[src/hdl/ioae_pkg.sv]
// ============================================================================
// IPv4 option address extractor: shared package
// Word types for both channels, result status codes, register indexes and
// the fixed sizes of the IPv4 header.
// ============================================================================
package ioae_pkg;

  // Fixed header geometry.
  localparam int unsigned BaseWords  = 5;
  localparam int unsigned WordBytes  = 4;
  localparam int unsigned BaseBytes  = BaseWords * WordBytes;
  localparam int unsigned MinOptLen  = 2;

  // Configuration port widths.
  localparam int unsigned CfgIndexW = 1;
  localparam int unsigned CfgDataW  = 8;

  // Register indexes.
  localparam logic [CfgIndexW-1:0] CFG_OPTION_TYPE = 1'b0;
  localparam logic [CfgIndexW-1:0] CFG_OPTION_SIZE = 1'b1;

  // Register reset values.
  localparam logic [7:0] OptionTypeReset = 8'd31;
  localparam logic [5:0] OptionSizeReset = 6'd8;

  // Scan outcome codes.
  localparam logic [1:0] STATUS_NONE    = 2'd0;
  localparam logic [1:0] STATUS_FOUND   = 2'd1;
  localparam logic [1:0] STATUS_INVALID = 2'd2;

  // One header byte.
  typedef struct packed {
    logic [7:0] header_byte;
    logic       header_start;
  } in_word_t;

  // One scan result.
  typedef struct packed {
    logic [1:0]  status;
    logic [15:0] source_port;
    logic [31:0] source_address;
  } out_word_t;

endpackage

[src/hdl/ioae_parser.sv]
// ============================================================================
// IPv4 option address extractor: header parser
// Holds the per-header scan state and updates it from one accepted header byte
// per cycle. On the last header byte it offers the scan result for one cycle.
// ============================================================================
module ioae_parser (
  input  logic                clk_i,
  input  logic                rst_ni,
  input  logic                accept_i,
  input  ioae_pkg::in_word_t  in_data_i,
  input  logic [7:0]          option_type_i,
  input  logic [5:0]          option_size_i,
  output logic                res_valid_o,
  output ioae_pkg::out_word_t res_data_o
);
  import ioae_pkg::*;

  typedef enum logic [2:0] {
    PH_IDLE,
    PH_BASE,
    PH_TYPE,
    PH_LEN,
    PH_BODY,
    PH_DONE
  } phase_e;

  phase_e      phase_q, phase_d;
  logic [5:0]  pos_q, pos_d;
  logic [5:0]  total_q, total_d;
  logic [5:0]  left_q, left_d;
  logic        capt_q, capt_d;
  logic [15:0] port_q, port_d;
  logic [31:0] addr_q, addr_d;
  logic [1:0]  status_q, status_d;

  logic [7:0]  b;
  logic [3:0]  words;
  logic [5:0]  left_here;
  logic [7:0]  left_p1;
  logic [5:0]  len_left;
  logic        len_match;
  logic [5:0]  offset;
  logic [5:0]  body_left;
  logic        active;
  logic [5:0]  pos_cur;
  logic [6:0]  pos_next;

  assign b         = in_data_i.header_byte;
  assign left_here = total_q - pos_q;
  assign left_p1   = {2'b00, left_here} + 8'd1;
  assign len_left  = b[5:0] - 6'(MinOptLen);
  assign len_match = capt_q && (b == {2'b00, option_size_i});
  assign offset    = option_size_i - left_q;
  assign body_left = left_q - 6'd1;

  // Next-state logic for one accepted byte.
  always_comb begin
    phase_d     = phase_q;
    pos_d       = pos_q;
    total_d     = total_q;
    left_d      = left_q;
    capt_d      = capt_q;
    port_d      = port_q;
    addr_d      = addr_q;
    status_d    = status_q;
    words       = b[3:0];
    active      = 1'b0;
    pos_cur     = pos_q;
    pos_next    = 7'd0;
    res_valid_o = 1'b0;

    if (accept_i) begin
      priority if (in_data_i.header_start) begin
        // A start byte always opens a fresh header.
        if (words < 4'(BaseWords)) begin
          words = 4'(BaseWords);
        end
        total_d  = 6'(words * WordBytes);
        pos_cur  = 6'd0;
        phase_d  = PH_BASE;
        left_d   = 6'd0;
        capt_d   = 1'b0;
        port_d   = 16'd0;
        addr_d   = 32'd0;
        status_d = STATUS_NONE;
        active   = 1'b1;
      end else if (phase_q != PH_IDLE) begin
        active = 1'b1;
        unique case (phase_q)
          PH_TYPE: begin
            if (b == 8'd0) begin
              // End of option list.
              status_d = STATUS_NONE;
              phase_d  = PH_DONE;
              capt_d   = 1'b0;
            end else if (b == 8'd1) begin
              // No-operation byte: stay on type.
            end else if (left_here < 6'(MinOptLen)) begin
              status_d = STATUS_INVALID;
              phase_d  = PH_DONE;
              capt_d   = 1'b0;
            end else begin
              capt_d  = (b == option_type_i);
              phase_d = PH_LEN;
            end
          end
          PH_LEN: begin
            if (b < 8'(MinOptLen) || b > left_p1) begin
              status_d = STATUS_INVALID;
              phase_d  = PH_DONE;
              capt_d   = 1'b0;
            end else begin
              capt_d = len_match;
              left_d = len_left;
              if (len_left == 6'd0) begin
                if (len_match) begin
                  status_d = STATUS_FOUND;
                  phase_d  = PH_DONE;
                  capt_d   = 1'b0;
                end else begin
                  phase_d = PH_TYPE;
                end
              end else begin
                phase_d = PH_BODY;
              end
            end
          end
          PH_BODY: begin
            if (capt_q) begin
              if (offset == 6'd2 || offset == 6'd3) begin
                port_d = {port_q[7:0], b};
              end else if (offset >= 6'd4 && offset <= 6'd7) begin
                addr_d = {addr_q[23:0], b};
              end
            end
            left_d = body_left;
            if (body_left == 6'd0) begin
              if (capt_q) begin
                status_d = STATUS_FOUND;
                phase_d  = PH_DONE;
                capt_d   = 1'b0;
              end else begin
                phase_d = PH_TYPE;
              end
            end
          end
          default: begin
            // Fixed header bytes and bytes after a stop are only counted.
          end
        endcase
      end else begin
        // Bytes outside a header are dropped.
      end

      // Byte counting and the end of the header.
      if (active) begin
        pos_next = {1'b0, pos_cur} + 7'd1;
        if (pos_next == {1'b0, total_d}) begin
          res_valid_o = 1'b1;
          phase_d     = PH_IDLE;
          pos_d       = 6'd0;
        end else begin
          pos_d = pos_next[5:0];
          if (phase_d == PH_BASE && pos_d == 6'(BaseBytes)) begin
            phase_d = PH_TYPE;
          end
        end
      end
    end
  end

  // The result carries the capture only when the option was found.
  always_comb begin
    res_data_o.status         = status_d;
    res_data_o.source_port    = (status_d == STATUS_FOUND) ? port_d : 16'd0;
    res_data_o.source_address = (status_d == STATUS_FOUND) ? addr_d : 32'd0;
  end

  // Scan state registers.
  always_ff @(posedge clk_i or negedge rst_ni) begin
    if (!rst_ni) begin
      phase_q  <= PH_IDLE;
      pos_q    <= 6'd0;
      total_q  <= 6'd0;
      left_q   <= 6'd0;
      capt_q   <= 1'b0;
      port_q   <= 16'd0;
      addr_q   <= 32'd0;
      status_q <= STATUS_NONE;
    end else begin
      phase_q  <= phase_d;
      pos_q    <= pos_d;
      total_q  <= total_d;
      left_q   <= left_d;
      capt_q   <= capt_d;
      port_q   <= port_d;
      addr_q   <= addr_d;
      status_q <= status_d;
    end
  end

endmodule

[src/hdl/ioae_skid.sv]
// ============================================================================
// IPv4 option address extractor: result buffer
// Output register with one skid entry, so that a result can be taken in
// while an earlier one still waits on a stalled output.
// ============================================================================
module ioae_skid (
  input  logic                clk_i,
  input  logic                rst_ni,
  input  logic                push_i,
  input  ioae_pkg::out_word_t push_data_i,
  output logic                full_o,
  output logic                out_valid_o,
  input  logic                out_stall_i,
  output ioae_pkg::out_word_t out_data_o
);
  import ioae_pkg::*;

  logic      out_valid_q;
  out_word_t out_q;
  logic      skid_valid_q;
  out_word_t skid_q;
  logic      pop;

  assign pop         = out_valid_q && !out_stall_i;
  assign full_o      = skid_valid_q;
  assign out_valid_o = out_valid_q;
  assign out_data_o  = out_q;

  // Valid flags.
  always_ff @(posedge clk_i or negedge rst_ni) begin
    if (!rst_ni) begin
      out_valid_q  <= 1'b0;
      skid_valid_q <= 1'b0;
    end else begin
      priority if (push_i && out_valid_q && !pop) begin
        skid_valid_q <= 1'b1;
      end else if (push_i) begin
        out_valid_q <= 1'b1;
      end else if (pop) begin
        out_valid_q  <= skid_valid_q;
        skid_valid_q <= 1'b0;
      end
    end
  end

  // Payload registers.
  always_ff @(posedge clk_i) begin
    priority if (push_i && out_valid_q && !pop) begin
      skid_q <= push_data_i;
    end else if (push_i) begin
      out_q <= push_data_i;
    end else if (pop && skid_valid_q) begin
      out_q <= skid_q;
    end
  end

endmodule

[src/hdl/ipv4_option_address_extractor.sv]
// ============================================================================
// IPv4 option address extractor
// Scans the option list of an IPv4 header, one byte a cycle unless stalled,
// and reports whether the configured address option is present, with its port
// and address when it is.
// ============================================================================
//
//   Channel | Direction | Handshake                 | Word
//   --------+-----------+---------------------------+--------------------------
//   in      | input     | in_valid_i / in_stall_o   | header_byte, header_start
//   out     | output    | out_valid_o / out_stall_i | status, port, address
//   cfg     | input     | cfg_we_i                  | option_type, option_size
//
// One header byte is accepted per cycle unless the input stalls; the parser
// state update is a single register-to-register step. A result is offered by
// the output register, via the skid entry if needed, until it is taken. Reset
// clears all scan state and loads the register defaults. The input stalls
// only while both the output register and its skid entry hold results.
//
module ipv4_option_address_extractor (
  input  logic                              clk_i,
  input  logic                              rst_ni,
  input  logic                              in_valid_i,
  output logic                              in_stall_o,
  input  ioae_pkg::in_word_t                in_data_i,
  output logic                              out_valid_o,
  input  logic                              out_stall_i,
  output ioae_pkg::out_word_t               out_data_o,
  input  logic                              cfg_we_i,
  input  logic [ioae_pkg::CfgIndexW-1:0]    cfg_index_i,
  input  logic [ioae_pkg::CfgDataW-1:0]     cfg_data_i
);
  import ioae_pkg::*;

  logic [7:0] option_type_q;
  logic [5:0] option_size_q;
  logic       in_accept;
  logic       res_valid;
  out_word_t  res_data;
  logic       skid_full;

  assign in_stall_o = skid_full;
  assign in_accept  = in_valid_i && !skid_full;

  // Configuration registers.
  always_ff @(posedge clk_i or negedge rst_ni) begin
    if (!rst_ni) begin
      option_type_q <= OptionTypeReset;
      option_size_q <= OptionSizeReset;
    end else if (cfg_we_i) begin
      unique case (cfg_index_i)
        CFG_OPTION_TYPE: option_type_q <= cfg_data_i;
        CFG_OPTION_SIZE: option_size_q <= cfg_data_i[5:0];
        default: begin
        end
      endcase
    end
  end

  // Header parser.
  ioae_parser u_parser (
    .clk_i         (clk_i),
    .rst_ni        (rst_ni),
    .accept_i      (in_accept),
    .in_data_i     (in_data_i),
    .option_type_i (option_type_q),
    .option_size_i (option_size_q),
    .res_valid_o   (res_valid),
    .res_data_o    (res_data)
  );

  // Result buffer.
  ioae_skid u_skid (
    .clk_i       (clk_i),
    .rst_ni      (rst_ni),
    .push_i      (res_valid),
    .push_data_i (res_data),
    .full_o      (skid_full),
    .out_valid_o (out_valid_o),
    .out_stall_i (out_stall_i),
    .out_data_o  (out_data_o)
  );

  // The input only stalls behind a waiting result.
  a_stall_needs_result : assert property (
    @(posedge clk_i) disable iff (!rst_ni)
    in_stall_o |-> out_valid_o
  ) else $error("input stalled with no result waiting");

  // A full skid entry is only reached through a stalled output.
  a_stall_after_block : assert property (
    @(posedge clk_i) disable iff (!rst_ni)
    in_stall_o |-> $past(out_valid_o && out_stall_i)
  ) else $error("skid entry filled without a stalled output");

  // Only the three defined outcomes are reported.
  a_status_code : assert property (
    @(posedge clk_i) disable iff (!rst_ni)
    out_valid_o |-> (out_data_o.status == STATUS_NONE ||
                     out_data_o.status == STATUS_FOUND ||
                     out_data_o.status == STATUS_INVALID)
  ) else $error("undefined status code");

  // Capture fields are clear unless the option was found.
  a_capture_clear : assert property (
    @(posedge clk_i) disable iff (!rst_ni)
    (out_valid_o && out_data_o.status != STATUS_FOUND) |->
      (out_data_o.source_port == 16'd0 && out_data_o.source_address == 32'd0)
  ) else $error("capture fields set without a found option");

endmodule

[config.mk]
export PLATFORM = sky130hd
export DESIGN_NAME = ipv4_option_address_extractor
export DESIGN_NICKNAME = d
export VERILOG_FILES = /design/src/hdl/ioae_pkg.sv /design/src/hdl/ioae_parser.sv /design/src/hdl/ioae_skid.sv /design/src/hdl/ipv4_option_address_extractor.sv
export SDC_FILE = /design/constraint.sdc
export NUM_CORES = 1
export LEC_CHECK = 0
export BUFFER_PORTS_ARGS = -buffer_cell sky130_fd_sc_hd__buf_2
export CELL_PAD_IN_SITES_DETAIL_PLACEMENT = 1
export CELL_PAD_IN_SITES_GLOBAL_PLACEMENT = 1
export CORE_UTILIZATION = 30
export CTS_BUF_LIST = sky130_fd_sc_hd__clkbuf_2 sky130_fd_sc_hd__clkbuf_4 sky130_fd_sc_hd__clkbuf_8
export CTS_CLUSTER_DIAMETER = 30
export DETAILED_ROUTE_END_ITERATION = 10
export PLACE_DENSITY_LB_ADDON = 0.25
export SYNTH_ARGS = -nofsm -noshare
export SYNTH_HDL_FRONTEND = slang
export SYNTH_SLANG_ARGS = --single-unit
[constraint.sdc]
create_clock -name clk_i -period 13.7 [get_ports clk_i]
set_input_delay 0 -clock clk_i [delete_from_list [all_inputs] [get_ports clk_i]]
set_output_delay 0 -clock clk_i [all_outputs]
set_load 0.005 [all_outputs]
==> results.py, run 1 <==
metrics = {
    "flow_run": {
        "maxCapViolCount": 0,
    },
    "global_routing": {
        "grt_max_degree": 100,
        "antenna_found_initial": 0,
        "grt_pass1_vias": 7076,
        "grt_util_all_layers": 0.154,
        "grt_pass1_wl_mm": 39.8,
        "overflow": 0,
    },
    "setup_path": {
        "critPathLaunch": "u_parser.pos_q[0]",
        "cp_max_fo": 69,
        "slowest_stage": "buf_4",
        "crit_path_max_incr_delay_ns": 0.75,
        "crit_path_start_kind": "flip-flop",
        "worstPathArrival_ns": 5.41,
        "path_class": "flip-flop to flip-flop",
        "crit_chain": "ha_1, inv_1, fa_1, a21o_1, a21oi_1, xnor2_1, nand2_1, nor2_1, xor2_1, ha_1, nand4b_1, a211oi_1, o21ai_0, o311a_1, o211ai_4, buf_4, o31ai_1",
        "critPathMostFrequentCell": "ha_1",
        "regToRegStartpoint": "u_parser.pos_q[0]",
        "crit_required_ns": 13.89,
        "critPathCaptureType": "flip-flop",
    },
    "clocking": {
        "h-tree-depth": 4,
        "clk_pin_slew_worst_paths_ns": 0.11,
        "clock_sinks": 188,
        "clkLatencyLatePin_ns": 0.49,
        "numCtsBuffers": 17,
        "clock-root-buffer": "clkbuf_8",
        "cts_buffer_depth": 2,
        "cts_resized": 0,
        "cts_tree": "built",
    },
    "die": {
        "die-area_um2": 33000,
        "core_area_um2": 31600,
        "start_util": 0.306,
        "die_y_um": 182,
        "die_w_um": 182,
        "placementRows": 65,
        "io_pins": 75,
    },
    "routing": {
        "wl_per_cell_um": 17.8,
        "drtIter0Drc": 468,
        "firstDrtPassIters": 4,
        "drc": 0,
        "viasPerCell": 5.09,
        "vias": 6979,
        "ant_nets": 0,
        "wirelength_mm": 24.4,
    },
    "pwr": {
        "p_leak_nw": 4.81,
        "ir_worst_vdd_v": 0.0000597,
        "powerDensity_nw_per_um2": 118,
    },
    "sta": {
        "tightest_slew_ns": 1.11,
        "min_period_over_period": 0.381,
        "fmax_mhz": 192,
        "hold_viol_final": 0,
        "finalWorstSetupSlack_ns": 8.48,
        "fin_setup_tns_ns": 0,
        "fin_skew_ns": 0.0284,
        "worst_slew_margin_rel": 0.259,
        "rsz0062_at_grt": "no",
        "final_period_minus_worst_setup_slack_ns": 5.22,
        "setup_viol": 0,
        "drv_slew": 0,
    },
    "placement": {
        "gp_congestion": 0.790,
        "port_buffers": 74,
        "hpwl_mm": 16.1,
        "dp_slack_ns": 8.49,
    },
    "layout": {
        "drive_above_1_share": 0.188,
        "antenna_cells": 0,
        "areaGrowthSynthToFinish_pct": 13.4,
        "layout_commonest_cell": "edfxtp_1",
        "register_area_um2": 5210,
        "fillers": 3528,
        "mostFrequentLayoutCells": "100 x edfxtp_1, 89 x nand2_1, 82 x nor2_1, 82 x dfrtp_1, 73 x buf_2",
        "multiInputGateArea_um2": 3970,
        "nets": 1003,
    },
    "logic_synthesis": {
        "synth_largest_area_cell": "edfxtp_1",
        "synthTopCellsByArea": "edfxtp_1 31%, dfrtp_1 21%, nand2_1 3.4%",
        "synth_fp_nets": 943,
        "ys.flop_type": "edfxtp_1",
        "seq_area_frac_synth": 0.538,
        "postSynthCellCount": 895,
        "async_reset_ff_frac": 0.468,
        "synth_cell_types": 76,
        "synth_edf_count": 100,
        "yosysTopAreaCellShare": 0.310,
        "ys_seq_elements": 188,
        "synth_area_per_cell_um2": 10.8,
        "syn_area_um2": 9690,
        "ys_warn_count": 0,
    },
    "outcome": {
        "status": "completed",
    },
    "worst_hold_path": {
        "hp-start": "in_data_i[2]",
        "hold_class": "input pin to flip-flop",
    },
}
flip-flops by register name, summed over array words and instances, names as in the netlist:
signal,flops
u_parser.addr_q,32
u_skid.full_o,1
u_skid.out_data_o,50
u_parser.capt_q,1
u_skid.out_valid_o,1
u_skid.skid_q,50
u_parser.left_q,6
u_parser.phase_q,3
u_parser.port_q,16
u_parser.pos_q,6
option_size_q,6
u_parser.total_q,6
option_type_q,8
u_parser.status_q,2
through the flow:
step	hold WS [ns]	utilization	total power [W]	instances	instance area, µm²
floorplan	-0.296	-	0.000843	895	9690
global placement	-0.0296	0.329	0.000908	1325	10400
detailed placement	-0.0284	0.329	0.000915	1325	10400
CTS	0.0115	0.347	0.00132	1370	11000
global route	0.0297	0.347	0.00138	1370	11000
finish	0.0336	0.347	0.00130	1370	11000
Yosys cell counts (all sizes together) (16+ instances only):
cell / instances
edfxtp: 100
nand2: 90
nor2: 83
dfrtp: 82
inv: 71
o31ai: 53
a22oi: 33
buf: 31
a21oi: 27
clkbuf: 26
o21ai: 25
ha: 23
nor2b: 21
xor2: 20
xnor2: 19
nand2b: 18
mux2: 17
nand3: 17
a221oi: 16
worst max-delay path: cells and delay by family, from the launching register on:
kind,cells,cell delay [ns]
AO/OA/AOI/OAI,7,1.85
adder cells (fa/ha/maj),3,0.97
buffers and inverters,2,0.81
flip-flops,1,0.51
AND/OR/NAND/NOR,3,0.40
XOR/XNOR,2,0.30
layout make-up:
type	count	area share
multi-input cells	579	0.361
clock inverters	15	0.0197
flip-flops and latches	188	0.474
repair buffers	98	0.0533
well taps	402	0.0458
inverters	71	0.0243
clock buffers	17	0.0213
timing repair:
item / CTS / global route
hold buffers: 13 / 0
endpoints found under the hold margin: 46 / 0
buffers inserted: 0 / 0
path summary, 6_finish.rpt:
kind                            slack [ns]  depth (start not counted)                    to
worst min register to register        0.52                          2  u_skid.out_data_o[2]
max in group asynchronous            11.86                          4    u_parser.left_q[3]
worst max-delay path                  8.48                         17  u_skid.out_data_o[1]
min in group asynchronous             0.49                          3       u_parser.capt_q
worst min-delay path                  0.03                          3   u_parser.total_q[3]
worst max register to register        8.48                         17  u_skid.out_data_o[1]
metal layers:
metal  GRT usage  wire length (µm)  vias to the layer above
met2       0.246             11000                      110
met1       0.215             12200                     3503
met4      0.0376               301                        0
met5           0                 0                        -
met3      0.0299               851                       23
li1            -                 -                     3343
where the power goes:
part | internal [W] | switching [W]
sequential | 0.000613 | 0.0000250
clock | 0.000146 | 0.000252
combinational | 0.000105 | 0.000162
kinds of logic (layout without fill, tap and decap cells):
logic type,Yosys count,count (layout),share of synthesized area
compound gates,212,212,0.169
xor+xnor,39,39,0.0353
fa+ha+maj,25,25,0.0338
buf+inv,128,201,0.0564
flops,188,188,0.538
mux,18,18,0.0208
simple gates,285,285,0.146
Note: power is estimated with default switching activity, not from simulation.
==> run 2: changes to the inputs <==
==> constraint.sdc (replaced) <==
create_clock -name clk_i -period 4.4 [get_ports clk_i]
set_input_delay 0 -clock clk_i [delete_from_list [all_inputs] [get_ports clk_i]]
set_output_delay 0 -clock clk_i [all_outputs]
set_load 0.005 [all_outputs]
==> run 2 against run 1 <==
Against the previous run:
- via count up 2.6%
- cell count grew 2.0%
- sequential power increased to 3.1 times the previous value
==> results.py, run 2 (synthesis results as in run 1) <==
metrics = {
    "layout": {
        "areaGrowthSynthToFinish_pct": 18.0,
        "nets": 1030,
        "design_area_um2": 11400,
        "layout_commonest_cell": "edfxtp_1",
        "drive_above_1_share": 0.225,
        "mostFrequentLayoutCells": "100 x edfxtp_1, 89 x nand2_1, 82 x nor2_1, 80 x dfrtp_1, 73 x buf_2",
        "utilization": 0.361,
        "antenna_cells": 0,
        "finalNonFillerCells": 1397,
    },
    "routing": {
        "ant_nets": 0,
        "drc": 0,
        "firstDrtPassIters": 4,
        "viasPerCell": 5.12,
        "wirelength_mm": 26.8,
        "drtIter0Drc": 422,
        "vias": 7159,
        "wl_per_cell_um": 19.2,
    },
    "pwr": {
        "sw_frac_of_total": 0.327,
        "intPower_w": 0.00276,
        "combPwrFrac": 0.223,
        "p_sw_w": 0.00134,
        "clkPwrFrac": 0.296,
        "p_leak_nw": 5.03,
        "seqPwrFrac": 0.481,
        "powerDensity_nw_per_um2": 359,
        "ir_worst_vdd_v": 0.000159,
    },
    "clocking": {
        "clock_sinks": 188,
        "clock-root-buffer": "clkbuf_8",
        "cts_buffer_depth": 2,
        "numCtsBuffers": 17,
        "clk_pin_slew_worst_paths_ns": 0.11,
        "h-tree-depth": 4,
        "cts_tree": "built",
        "clkLatencyLatePin_ns": 0.51,
    },
    "die": {
        "die_w_um": 182,
        "placementRows": 65,
        "die_y_um": 182,
        "io_pins": 75,
        "core_area_um2": 31600,
        "start_util": 0.306,
        "die-area_um2": 33000,
    },
    "flow_run": {
        "maxCapViolCount": 0,
    },
    "placement": {
        "hpwl_mm": 17.3,
        "port_buffers": 74,
        "dp_slack_ns": 0.0898,
        "dpl_cell_area_um2": 10500,
        "gp_congestion": 0.810,
        "dp_cells": 1335,
    },
    "global_routing": {
        "antenna_found_initial": 0,
        "overflow": 0,
        "grt_max_degree": 67,
        "grt_util_all_layers": 0.163,
        "grt_pass1_vias": 7305,
        "grt_pass1_wl_mm": 41.3,
    },
    "worst_hold_path": {
        "hold_class": "input pin to flip-flop",
    },
    "sta": {
        "min_period_over_period": 0.941,
        "tightest_slew_ns": 1.09,
        "fin_skew_ns": 0.0184,
        "finalWorstSetupSlack_ns": 0.261,
        "setup_viol": 0,
        "fmax_mhz": 242,
        "worst_slew_margin_rel": 0.273,
        "drv_slew": 0,
        "fin_setup_tns_ns": 0,
        "final_period_minus_worst_setup_slack_ns": 4.14,
        "hold_viol_final": 0,
    },
    "setup_path": {
        "crit_buf_inv": 4,
        "cp_max_fo": 7,
        "path_class": "flip-flop to flip-flop",
        "critPathCaptureType": "flip-flop",
        "crit_required_ns": 4.72,
        "slowest_stage": "dfrtp_1",
        "cpLargestDelayFamily": "compound AO/OA/AOI/OAI gates",
        "worstPathArrival_ns": 4.46,
        "crit_path_start_kind": "flip-flop",
        "crit_chain": "inv_1, ha_1, inv_1, fa_2, a21o_1, a21oi_2, xnor2_2, nand2_1, nor2_1, nand3_1, ha_4, nand4b_1, nand2b_4, a21o_1, or2_4, a211oi_4, o211ai_4, buf_12, clkbuf_16, o31ai_2",
        "crit_path_max_incr_delay_ns": 0.39,
    },
    "outcome": {
        "status": "completed",
    },
}
## run 2: cell count changes in the layout (fill, tap and decap cells not counted), moves of 3 or more
cell | previous run | this run
buf_4 | 12 | 24
o31ai_1 | 31 | 21
o31ai_2 | 22 | 30
clkinv_8 | 9 | 3
clkbuf_16 | 0 | 5
dlygate4sd3_1 | 13 | 18
buf_12 | 0 | 4
inv_6 | 1 | 4
## run 2: worst reg2reg max path, delay by kind of cell (launching register included)
kind,cells,cell delay [ns]
AO/OA/AOI/OAI,6,1.22
XOR/XNOR,1,0.16
adder cells (fa/ha/maj),3,0.80
buffers and inverters,4,0.46
flip-flops,1,0.39
AND/OR/NAND/NOR,6,0.92
## run 2: worst paths after layout
path	slack, ns	endpoint	depth (start not counted)	start
setup / recovery	0.26	u_skid.out_data_o[21]	20	u_parser.total_q[0]
max in group asynchronous	3.37	u_parser.port_q[2]	3	rst_ni
setup reg to reg	0.26	u_skid.out_data_o[21]	20	u_parser.total_q[0]
min in group asynchronous	0.15	option_size_q[4]	2	rst_ni
hold / removal	0.02	option_size_q[4]	3	cfg_we_i
hold reg to reg	0.52	u_skid.out_data_o[6]	2	u_skid.skid_q[6]
## run 2: power by group through the flow
stage | Combinational [W] | Sequential, W | Clock, W
floorplan | 0.000636 | 0.00199 | 0
global placement | 0.000829 | 0.00202 | 0
detailed placement | 0.000841 | 0.00202 | 0
CTS | 0.000860 | 0.00198 | 0.00125
global route | 0.00104 | 0.00198 | 0.00131
finish | 0.000916 | 0.00197 | 0.00121
## run 2: per-stage QoR
step | total power, W | hold slack (ns)
after CTS | 0.00409 | 0.00205
after detailed placement | 0.00286 | 0.192
after floorplan | 0.00262 | -0.296
after global routing | 0.00434 | 0.0314
after global placement | 0.00285 | 0.194
final | 0.00410 | 0.0216
## run 2: cell type report
cell class / instances / area [µm²]
fillers: 3500 / 20200
flip-flops and latches: 188 / 5220
multi-input cells: 579 / 4100
repair buffers: 125 / 942
well taps: 402 / 503
inverters: 71 / 267
clock buffers: 17 / 234
clock inverters: 15 / 178
## run 2: per-layer routing
layer / GRT usage / wire length (µm) / up-vias
li1: - / - / 3400
met1: 0.229 / 13400 / 3610
met2: 0.254 / 12300 / 126
met3: 0.0295 / 764 / 23
met4: 0.0515 / 354 / 0
met5: 0 / 0 / -
## run 2: repair_timing
action	4_1_cts	5_1_grt
gates resized for setup	0	25
hold buffers	18	0
endpoints found under the hold margin	80	0
endpoints found under the setup margin	0	97
buffers inserted	0	6
